$ cat config.mk
export PLATFORM = sky130hd
export DESIGN_NAME = orc_ctrl
export DESIGN_NICKNAME = d
export VERILOG_FILES = /design/src/hdl/ordered_rule_classifier_defines.svh /design/src/hdl/orc_pkg.sv /design/src/hdl/orc_ctrl.sv
export SDC_FILE = /design/constraint.sdc
export NUM_CORES = 1
export LEC_CHECK = 0
export BUFFER_PORTS_ARGS = -buffer_cell sky130_fd_sc_hd__buf_2
export CAP_MARGIN = 20
export CORE_AREA = 8 8 45 47
export CTS_CLUSTER_SIZE = 16
export DETAILED_ROUTE_END_ITERATION = 12
export DIE_AREA = 0 0 53 55
export PLACE_DENSITY = 0.61
export SLEW_MARGIN = 0
export SYNTH_ARGS = -nofsm -noshare
export SYNTH_HDL_FRONTEND = slang
export SYNTH_SLANG_ARGS = --single-unit
$ cat constraint.sdc
create_clock -name clk -period 1.2 [get_ports clk]
set_input_delay 0.06 -clock clk [delete_from_list [all_inputs] [get_ports clk]]
set_output_delay 0.06 -clock clk [all_outputs]
set_load 0.1 [all_outputs]
$ cat src/hdl/ordered_rule_classifier_defines.svh
// Assertion macros for the ordered rule classifier.
// Used by the top level only; expects clk and rst_n in scope.
`ifndef ORDERED_RULE_CLASSIFIER_DEFINES_SVH
`define ORDERED_RULE_CLASSIFIER_DEFINES_SVH

// Same-cycle implication, muted during reset.
`define ORC_ASSERT_NOW(label, ante, cons, msg) \
    label: assert property (@(posedge clk) disable iff (!rst_n) (ante) |-> (cons)) \
        else $error(msg);

// Next-cycle implication, muted during reset.
`define ORC_ASSERT_NEXT(label, ante, cons, msg) \
    label: assert property (@(posedge clk) disable iff (!rst_n) (ante) |=> (cons)) \
        else $error(msg);

`endif

$ cat src/hdl/orc_pkg.sv
// Shared types and constants of the ordered rule classifier.
// No dependencies; imported by orc_if, orc_ctrl, orc_datapath, the top level and the testbench.
`default_nettype none

package orc_pkg;

    localparam int OP_W    = 2;
    localparam int SLOT_W  = 2;
    localparam int ADRS_W  = 32;
    localparam int CLASS_W = 3;
    localparam int IDENT_W = 32;

    typedef enum logic [OP_W-1:0] {
        OP_ADD      = 2'd0,
        OP_REMOVE   = 2'd1,
        OP_CLASSIFY = 2'd2
    } op_t;

    typedef enum logic [2:0] {
        S_IDLE,
        S_DECODE,
        S_SCAN,
        S_SHIFT,
        S_RESP
    } state_t;

    typedef enum logic [2:0] {
        RES_FAIL,
        RES_ADD_OK,
        RES_REMOVE_OK,
        RES_CLASS_HIT,
        RES_CLASS_MISS
    } res_kind_t;

    typedef struct packed {
        logic [ADRS_W-1:0]  src;
        logic [ADRS_W-1:0]  dst;
        logic [CLASS_W-1:0] cls;
        logic [IDENT_W-1:0] ident;
    } rule_entry_t;

    typedef struct packed {
        logic            item_load;
        logic            scan_start;
        logic            scan_adv;
        logic            wr_add;
        logic            wr_shift;
        logic            fill_inc;
        logic            fill_dec;
        logic            res_set;
        res_kind_t       res_kind;
        logic            out_load;
    } ctrl_cmd_t;

    typedef struct packed {
        logic [OP_W-1:0] op;
        logic            slot_ok;
        logic            full;
        logic            rid_zero;
        logic            fill_zero;
        logic            last;
        logic            match_cls;
        logic            match_id;
        logic            out_free;
    } dp_status_t;

endpackage

`default_nettype wire

$ cat src/hdl/orc_ctrl.sv
// Sequencer of the ordered rule classifier: decode, table walk, shift, deliver.
// Depends on orc_pkg; drives the datapath through ctrl_cmd_t only.
`default_nettype none

module orc_ctrl (
    input  wire logic                clk,
    input  wire logic                rst_n,
    input  wire logic                in_valid,
    output logic                     in_ready,
    input  wire orc_pkg::dp_status_t st,
    output orc_pkg::ctrl_cmd_t       cmd
);
    import orc_pkg::*;

    state_t state_reg;
    state_t state_next;

    always_ff @(posedge clk or negedge rst_n)
    begin
        if (!rst_n)
        begin
            state_reg <= S_IDLE;
        end
        else
        begin
            state_reg <= state_next;
        end
    end

    // next state
    always_comb
    begin
        state_next = state_reg;
        case (state_reg)
            S_IDLE:
            begin
                if (in_valid)
                begin
                    state_next = S_DECODE;
                end
            end
            S_DECODE:
            begin
                state_next = S_RESP;
                if (st.slot_ok && !st.fill_zero)
                begin
                    if ((st.op == OP_REMOVE && !st.rid_zero) || st.op == OP_CLASSIFY)
                    begin
                        state_next = S_SCAN;
                    end
                end
            end
            S_SCAN:
            begin
                if (st.op == OP_CLASSIFY)
                begin
                    if (st.match_cls || st.last)
                    begin
                        state_next = S_RESP;
                    end
                end
                else
                begin
                    if (st.last)
                    begin
                        state_next = S_RESP;
                    end
                    else if (st.match_id)
                    begin
                        state_next = S_SHIFT;
                    end
                end
            end
            S_SHIFT:
            begin
                if (st.last)
                begin
                    state_next = S_RESP;
                end
            end
            S_RESP:
            begin
                if (st.out_free)
                begin
                    state_next = S_IDLE;
                end
            end
            default:
            begin
                state_next = S_IDLE;
            end
        endcase
    end

    // outputs
    always_comb
    begin
        cmd      = '0;
        cmd.res_kind = RES_FAIL;
        in_ready = 1'b0;
        case (state_reg)
            S_IDLE:
            begin
                in_ready      = 1'b1;
                cmd.item_load = in_valid;
            end
            S_DECODE:
            begin
                cmd.res_set = 1'b1;
                if (st.slot_ok)
                begin
                    case (st.op)
                        OP_ADD:
                        begin
                            if (!st.full)
                            begin
                                cmd.wr_add   = 1'b1;
                                cmd.fill_inc = 1'b1;
                                cmd.res_kind = RES_ADD_OK;
                            end
                        end
                        OP_REMOVE:
                        begin
                            if (!st.rid_zero && !st.fill_zero)
                            begin
                                cmd.res_set    = 1'b0;
                                cmd.scan_start = 1'b1;
                            end
                        end
                        OP_CLASSIFY:
                        begin
                            if (st.fill_zero)
                            begin
                                cmd.res_kind = RES_CLASS_MISS;
                            end
                            else
                            begin
                                cmd.res_set    = 1'b0;
                                cmd.scan_start = 1'b1;
                            end
                        end
                        default:
                        begin
                            cmd.res_kind = RES_FAIL;
                        end
                    endcase
                end
            end
            S_SCAN:
            begin
                if (st.op == OP_CLASSIFY)
                begin
                    if (st.match_cls)
                    begin
                        cmd.res_set  = 1'b1;
                        cmd.res_kind = RES_CLASS_HIT;
                    end
                    else if (st.last)
                    begin
                        cmd.res_set  = 1'b1;
                        cmd.res_kind = RES_CLASS_MISS;
                    end
                    else
                    begin
                        cmd.scan_adv = 1'b1;
                    end
                end
                else
                begin
                    if (st.match_id && st.last)
                    begin
                        cmd.fill_dec = 1'b1;
                        cmd.res_set  = 1'b1;
                        cmd.res_kind = RES_REMOVE_OK;
                    end
                    else if (st.last)
                    begin
                        cmd.res_set  = 1'b1;
                        cmd.res_kind = RES_FAIL;
                    end
                    else
                    begin
                        cmd.scan_adv = 1'b1;
                    end
                end
            end
            S_SHIFT:
            begin
                cmd.wr_shift = 1'b1;
                if (st.last)
                begin
                    cmd.fill_dec = 1'b1;
                    cmd.res_set  = 1'b1;
                    cmd.res_kind = RES_REMOVE_OK;
                end
                else
                begin
                    cmd.scan_adv = 1'b1;
                end
            end
            S_RESP:
            begin
                cmd.out_load = st.out_free;
            end
            default:
            begin
                cmd = '0;
            end
        endcase
    end

endmodule

`default_nettype wire

Word level (Yosys, flattened, before mapping)
Index checks and enable logic that the tools add are counted.
W data, S select, Z words.

cells by class
  $add $sub $neg = 0
  $mul = 0
  divide/modulo/power cells = 0
  $lt $le $gt $ge = 0
  equal/unequal tests = 11
  shifts and indexed selects = 0
  multiplexer cells = 45
  bitwise operators = 0
  reduce and logical (&&, ||, !) cells = 11

operators with widths
  operator              count
  $mux W3               10
  $mux W4               6
  $mux W1               21
  $pmux W3 S5           1
  $pmux W4 S3           1
  $pmux W1 S2           4
  $eq A3 B2 Y1 const B  2
  $ne A2 B2 Y1 const B  3
  $pmux W3 S2           1
  $mux W5               1
  $reduce_and A5 Y1     1
  $logic_and A1 B1 Y1   4
  $ne A4 B4 Y1 const B  1
  $eq A3 B1 Y1 const B  1
  $eq A3 B3 Y1 const B  1
  $logic_not A3 Y1      1
  $ne A3 B3 Y1 const B  1
  $eq A2 B1 Y1 const B  1
  $eq A2 B2 Y1 const B  1
  $logic_not A1 Y1      2
  $logic_not A2 Y1      1
  $logic_or A1 B1 Y1    2

storage, ports and cells
  flip-flop bits (word level) = 3
  bits in latches = 0
  RAM bits = 0
  memory bits (read-only) = 0
  bits of input ports = 13
  output and inout port bits = 13
  word-level logic and storage cells = 68
  memories = 0

Longest topological paths before layout
Gate-level depths: netlist of the first run.

  depth in word-level cells = 6
  depth in mapped cells = 6
  mapped depth without buffers = 6

Worst setup path before layout of the first run
No wires, ideal clock.

  kind = flip-flop to output port
  start point = register state_reg[1]
  end point = output cmd[11] (netlist name)
  data arrival time = 3.555 ns
  data required time = 1.140 ns
  slack = -2.415 ns
  stages on the path, launching flop included = 4
  buffers on the path = 1
  path through = dfrtp_1 buf_6 nor3_1 and2_1

RTL lines
  item                    RTL line        source
  from (decl)             orc_ctrl.sv:15  state_t state_reg;
  from (signal assigned)  orc_ctrl.sv:26  state_reg <= state_next;
  to (decl)               orc_ctrl.sv:11  output orc_pkg::ctrl_cmd_t cmd

==> results of run 1 <==
-- repair_timing --
action	4_1_cts	5_1_grt
resized for setup	16	8
endpoints found under the hold margin	3	0
hold buffers	1	0
buffers inserted	2	6
setup endpoints to repair	16	16
pin swaps	5	6
-- layout by cell type (no fill, tap or decap), drive strengths merged --
cell type / n
clkbuf: 4
nand2: 4
buf: 51
a32oi: 1
o32a: 1
nor2b: 3
inv: 7
nor3: 4
a21oi: 2
a211o: 1
nor3b: 2
nor2: 5
and3: 1
and2: 2
o311ai: 1
a21o: 2
o21ai: 5
nand3: 1
dlygate4sd3: 1
a31oi: 1
o21bai: 1
ha: 3
and2b: 1
dfrtp: 3
-- critical path: cells and delay by family (launching register included) --
kind	cells	cell delay, ns
AOI/OAI and AO/OA	2	0.39
buffers and inverters	2	0.35
DFF	1	0.44
and+or+nand+nor	1	0.14
-- power breakdown --
part           leakage [nW]  internal [mW]  total [mW]  switching (mW)
combinational         0.453          0.634        1.46           0.822
sequential           0.0352          0.138       0.191          0.0530
clock                0.0150          0.125       0.182          0.0571
-- logic make-up after synthesis --
logic type / count (synthesis) / synth area share, %
flip-flops: 3 / 18.2
buffers and inverters: 10 / 12.7
AND/OR/NAND/NOR: 23 / 35.5
AO/OA/AOI/OAI: 15 / 24.5
adder cells (fa/ha/maj): 3 / 9.09
-- worst min path at each step --
stage                   from  depth (start not counted)            to
global placement       rst_n                          1  state_reg[0]
CTS                 in_valid                          3  state_reg[0]
detailed placement     rst_n                          1  state_reg[0]
finish              in_valid                          3  state_reg[0]
global route        in_valid                          3  state_reg[0]
floorplan              rst_n                          0  state_reg[0]
-- cell usage after synthesis (2+ instances only) --
master                    count  area share (%)
sky130_fd_sc_hd__buf_4        2             3.6
sky130_fd_sc_hd__nor3_1       4             4.8
sky130_fd_sc_hd__inv_1        7             6.4
sky130_fd_sc_hd__ha_1         3             9.1
sky130_fd_sc_hd__a21oi_1      2             2.4
sky130_fd_sc_hd__nand2_1      4             3.6
sky130_fd_sc_hd__nor2_1       5             4.5
sky130_fd_sc_hd__nor2b_4      2             6.7
sky130_fd_sc_hd__dfrtp_1      3              18
sky130_fd_sc_hd__o21ai_0      5             6.1
-- routing by layer --
layer / GRT usage [%] / share of wire, % / wire length [um]
met5: 0 / 0 / 0
met4: 3.88 / 0.59 / 10
met3: 4.55 / 6.9 / 117
met2: 20.5 / 54 / 920
met1: 12.5 / 38 / 651
-- layout make-up --
class	instances	share of cell area [%]
well taps	16	1.82
multi-input cells	41	35.9
repair buffers	52	50.3
clock buffers	4	2.39
inverters	7	2.39
flip-flops and latches	3	7.18
==> impl_metrics.py, run 1 <==
metrics = {
    "layout": {
        "area_growth_syn_to_layout_pct": 166,
        "final_core_util_pct": 79.3,
        "ff_latch_area_um2": 78.8,
        "multi_input_comb_area_um2": 394,
        "diodes": 0,
        "layout.cells.non_filler": 123,
        "finish.net_count": 124,
        "drive_above_1_share_pct": 72.9,
        "flip_flop_count_of_the_largest_register_all_copies_and_words_added": 3,
        "design_area_um2": 1100,
        "layout.filler_cells": 72,
    },
    "placed_design": {
        "detailed_place.area_um2": 943,
        "port-buffer-count": 25,
        "pre_cts_slack_ns": -0.240,
        "placedCellCount": 111,
        "place_congestion": 0.794,
        "post-dp-hpwl_um": 1260,
    },
    "drt": {
        "firstDrtPassIters": 4,
        "detail_route.wl_per_cell_um": 13.8,
        "drtAntennaViolNets": 0,
        "route.detailed.drc": 0,
        "wirelength_um": 1700,
        "drt-initial-drc-count": 9,
        "vias": 592,
        "drt-vias-per-instance": 4.81,
    },
    "critical_path": {
        "worst_setup_path_endpoint": "cmd[4]",
        "timing.rr.end": "state_reg[1]",
        "crit_path_top_delay_cell": "sky130_fd_sc_hd__dfrtp_2",
        "critical_path_s_largest_stage_delay_ns": 0.44,
        "critPathMaxFanout": 6,
        "regToRegSetupSlack_ns": -0.24,
        "critical_path.reg2reg.startpoint": "state_reg[0]",
        "required_time_at_the_endpoint_of_the_critical_path_ns": 1.14,
        "arrival_ns": 1.55,
        "crit_path_cell_trace": "buf_4 > nor2_4 > o21ai_0 > a21oi_4 > buf_12",
        "critical_path.endpoint_type": "primary output",
        "worst_setup_path_startpoint": "state_reg[0]",
        "crit_type": "reg2out",
        "worst-r2r-cell-count": 7,
        "kind_of_start_point_of_the_critical_path": "flip-flop",
    },
    "sta": {
        "final.setup.tns_ns": -4.35,
        "postLayoutSetupSlackWorst_ns": -0.408,
        "finalCritPeriodShare_pct": 134,
        "finalHoldWorstSlack_ns": 0.134,
        "fmax_ghz": 0.622,
        "timing.slew.headroom_pct": 72.1,
        "finalCriticalPeriod_ns": 1.61,
        "worstMarginPinSlew_ns": 0.414,
        "finalHoldViolations": 0,
        "rsz0062_at_grt": "yes",
        "slew_violations": 0,
        "setup_viols_final": 16,
        "clock-skew-final_ns": 0.00592,
    },
    "floorplan": {
        "number_of_standard_cell_rows_in_the_floorplan": 14,
        "effective_utilization_at_floorplan_pct": 29.8,
        "fp.dieArea_um2": 2920,
        "die_width_um": 53,
        "die_height_um": 55,
        "floorplan.core_area_um2": 1380,
        "design.portCount": 26,
    },
    "power_and_ir_drop": {
        "post-layout-total-power_mw": 1.83,
        "p_leak_nw": 0.504,
        "worst_ir_drop_on_vdd_mv": 1.38,
        "power.density_cell_area_nw_per_um2": 1670,
    },
    "synth": {
        "yosys_register_bits": 3,
        "syn_area_um2": 413,
        "post_synth_inst_count": 54,
        "synth.avg_cell_area_um2": 7.65,
        "synth_flop_cell": "sky130_fd_sc_hd__dfrtp_1",
        "synth.net_count": 70,
        "ys_types": 27,
        "synthesis.yosys.warnings": 0,
        "post_synth_edffs": 0,
        "postSynth.asyncResetShare_pct": 100,
        "synth_sequential_area_ratio_pct": 18.2,
    },
    "grt": {
        "grt_pass1_wl_um": 2600,
        "grt_start_max_net_pins": 8,
        "number_of_global_route_vias_before_repair": 603,
        "grt_antenna_before_repair": 0,
        "global_route_total_overflow": 0,
        "global_route.usage.total_pct": 11.7,
    },
    "hold_path": {
        "worst_min_delay_path_category": "in2reg",
    },
    "run_status": {
        "violations": "setup timing",
        "run_status": "finished with violations",
    },
    "clocking": {
        "cts_tree": "built",
        "cts.path.max_buffers": 2,
        "ctsRootBufferMaster": "sky130_fd_sc_hd__clkbuf_4",
        "clock-sinks": 3,
        "numCtsBuffers": 3,
        "worst_setup_hold_path_clk_slew_ns": 0.04,
        "worst_skew_pair_later_pin_latency_ns": 0.23,
        "cts-htree-levels": 1,
    },
    "run": {
        "max_cap_viol_count": 0,
    },
}
(Power assumes the default switching activity.)
==> run 2: changes to the inputs <==
GPL_TIMING_DRIVEN = 0   (was unset)
==> run 2 against run 1 <==
The run still ends with setup timing left; sequential power about the same; global-route usage increased by 1.9 points; total power increased by 2.9%; worst setup slack got worse by 0.065 ns; largest power group unchanged; highest routed layer unchanged; sequential share of layout area about the same; combinational power increased by 4%; die area unchanged; wire length increased by 12%; clock skew decreased by 0.0022 ns.
==> impl_metrics.py, run 2 (synthesis results as in run 1) <==
metrics = {
    "drt": {
        "firstDrtPassIters": 4,
        "drt-initial-drc-count": 12,
        "detail_route.wl_per_cell_um": 16.2,
        "wirelength_um": 1900,
        "route.detailed.drc": 0,
        "drtAntennaViolNets": 0,
        "vias": 596,
        "drt-vias-per-instance": 5.09,
    },
    "floorplan": {
        "number_of_standard_cell_rows_in_the_floorplan": 14,
        "die_height_um": 55,
        "die_width_um": 53,
        "fp.dieArea_um2": 2920,
        "floorplan.core_area_um2": 1380,
        "effective_utilization_at_floorplan_pct": 29.8,
        "design.portCount": 26,
    },
    "layout": {
        "layout.cells.most_common_list": "sky130_fd_sc_hd__buf_12 (13), sky130_fd_sc_hd__buf_2 (12), sky130_fd_sc_hd__buf_4 (11), sky130_fd_sc_hd__buf_6 (9), sky130_fd_sc_hd__inv_1 (6)",
        "diodes": 0,
        "finish.net_count": 118,
        "area_growth_syn_to_layout_pct": 163,
        "flip_flop_count_of_the_largest_register_all_copies_and_words_added": 3,
        "drive_above_1_share_pct": 73.3,
        "design_area_um2": 1090,
        "layout.cells.non_filler": 117,
        "mostFrequentLayoutCell": "sky130_fd_sc_hd__buf_12",
    },
    "clocking": {
        "numCtsBuffers": 3,
        "clock-sinks": 3,
        "ctsRootBufferMaster": "sky130_fd_sc_hd__clkbuf_4",
        "cts-htree-levels": 1,
        "cts_tree": "built",
        "worst_setup_hold_path_clk_slew_ns": 0.04,
        "worst_skew_pair_later_pin_latency_ns": 0.23,
        "cts.path.max_buffers": 2,
    },
    "critical_path": {
        "worst-r2r-cell-count": 7,
        "crit_path_cell_trace": "buf_6 > nor2b_4 > nand3_4 > nor3b_4 > buf_4 > buf_12",
        "arrival_ns": 1.61,
        "kind_of_start_point_of_the_critical_path": "flip-flop",
        "required_time_at_the_endpoint_of_the_critical_path_ns": 1.14,
        "regToRegSetupSlack_ns": -0.22,
        "critical_path.endpoint_type": "primary output",
        "timing.critical_path.buf_inv": 3,
        "critical_path.top_delay_family": "simple AND/OR/NAND/NOR gates",
        "critical_path.reg2reg.startpoint": "state_reg[1]",
        "critPathMaxFanout": 4,
        "crit_cells": 6,
        "crit_path_top_delay_cell": "sky130_fd_sc_hd__dfrtp_1",
        "crit_type": "reg2out",
        "critical_path_s_largest_stage_delay_ns": 0.35,
        "timing.rr.end": "state_reg[2]",
    },
    "power_and_ir_drop": {
        "post-layout-total-power_mw": 1.88,
        "p_leak_nw": 0.491,
        "worst_ir_drop_on_vdd_mv": 1.15,
        "power.density_cell_area_nw_per_um2": 1730,
    },
    "sta": {
        "finalHoldViolations": 0,
        "finalCriticalPeriod_ns": 1.67,
        "clock-skew-final_ns": 0.00369,
        "setup_viols_final": 16,
        "finalHoldWorstSlack_ns": 0.145,
        "finalCritPeriodShare_pct": 139,
        "slew_violations": 0,
        "fmax_ghz": 0.598,
        "worstMarginPinSlew_ns": 0.316,
        "postLayoutSetupSlackWorst_ns": -0.473,
        "rsz0062_at_grt": "yes",
        "timing.slew.headroom_pct": 78.7,
        "final.setup.tns_ns": -4.90,
    },
    "run": {
        "max_cap_viol_count": 0,
    },
    "grt": {
        "global_route_total_overflow": 0,
        "grt_antenna_before_repair": 0,
        "grt_start_max_net_pins": 7,
        "global_route.usage.total_pct": 13.6,
        "number_of_global_route_vias_before_repair": 642,
        "grt_pass1_wl_um": 2930,
    },
    "placed_design": {
        "place_congestion": 0.797,
        "post-dp-hpwl_um": 1020,
        "detailed_place.area_um2": 639,
        "placedCellCount": 95,
        "port-buffer-count": 25,
    },
    "run_status": {
        "run_status": "finished with violations",
        "violations": "setup timing",
    },
    "hold_path": {
        "worst_min_delay_path_category": "in2async",
    },
}
==> run 2: cell type report <==
type                    count  area [um2]
plain buffers               2        22.5
clock buffers               4        26.3
fillers                    81         297
inverters                   7        28.8
multi-input cells          41         420
flip-flops and latches      3        77.6
well taps                  16        20.0
repair buffers             44         492
==> run 2: timing repair <==
item                                    4_1_cts  5_1_grt
gates resized for setup                      67        9
hold endpoints to repair                      3        0
pin swaps                                    11       11
cloned                                        0        0
hold buffers                                  1        0
endpoints found under the setup margin       13       16
setup buffers                                13        7
==> run 2: metal layers <==
| layer | up-vias | wire, um | part of all wire, % | global-route usage [%] |
|---|---|---|---|---|
| li1 | 281 | - | - | - |
| met1 | 284 | 680 | 36 | 13.6 |
| met2 | 27 | 1030 | 54 | 24.8 |
| met3 | 4 | 150 | 7.9 | 2.94 |
| met4 | 0 | 37 | 1.9 | 9.05 |
| met5 | - | 0 | 0 | 0 |
==> run 2: worst max-delay path by stage <==
stage / from / to
finish: state_reg[0] / cmd[6]
global route: state_reg[0] / cmd[6]
CTS: state_reg[0] / cmd[8]
detailed placement: state_reg[1] / cmd[3]
global placement: state_reg[1] / cmd[3]
floorplan: state_reg[1] / cmd[1]
==> run 2: report_power, final <==
part | total, mW | internal [mW] | switching [mW]
logic | 1.52 | 0.664 | 0.852
clock network | 0.176 | 0.125 | 0.0519
registers | 0.189 | 0.136 | 0.0528
==> run 2: stage by stage <==
stage / util (%) / setup WS [ns]
after floorplan: - / -0.834
after global placement: 46.2 / -0.415
after detailed placement: 46.2 / -0.434
after CTS: 74.9 / -0.421
after global routing: 78.6 / -0.494
final: 78.6 / -0.473
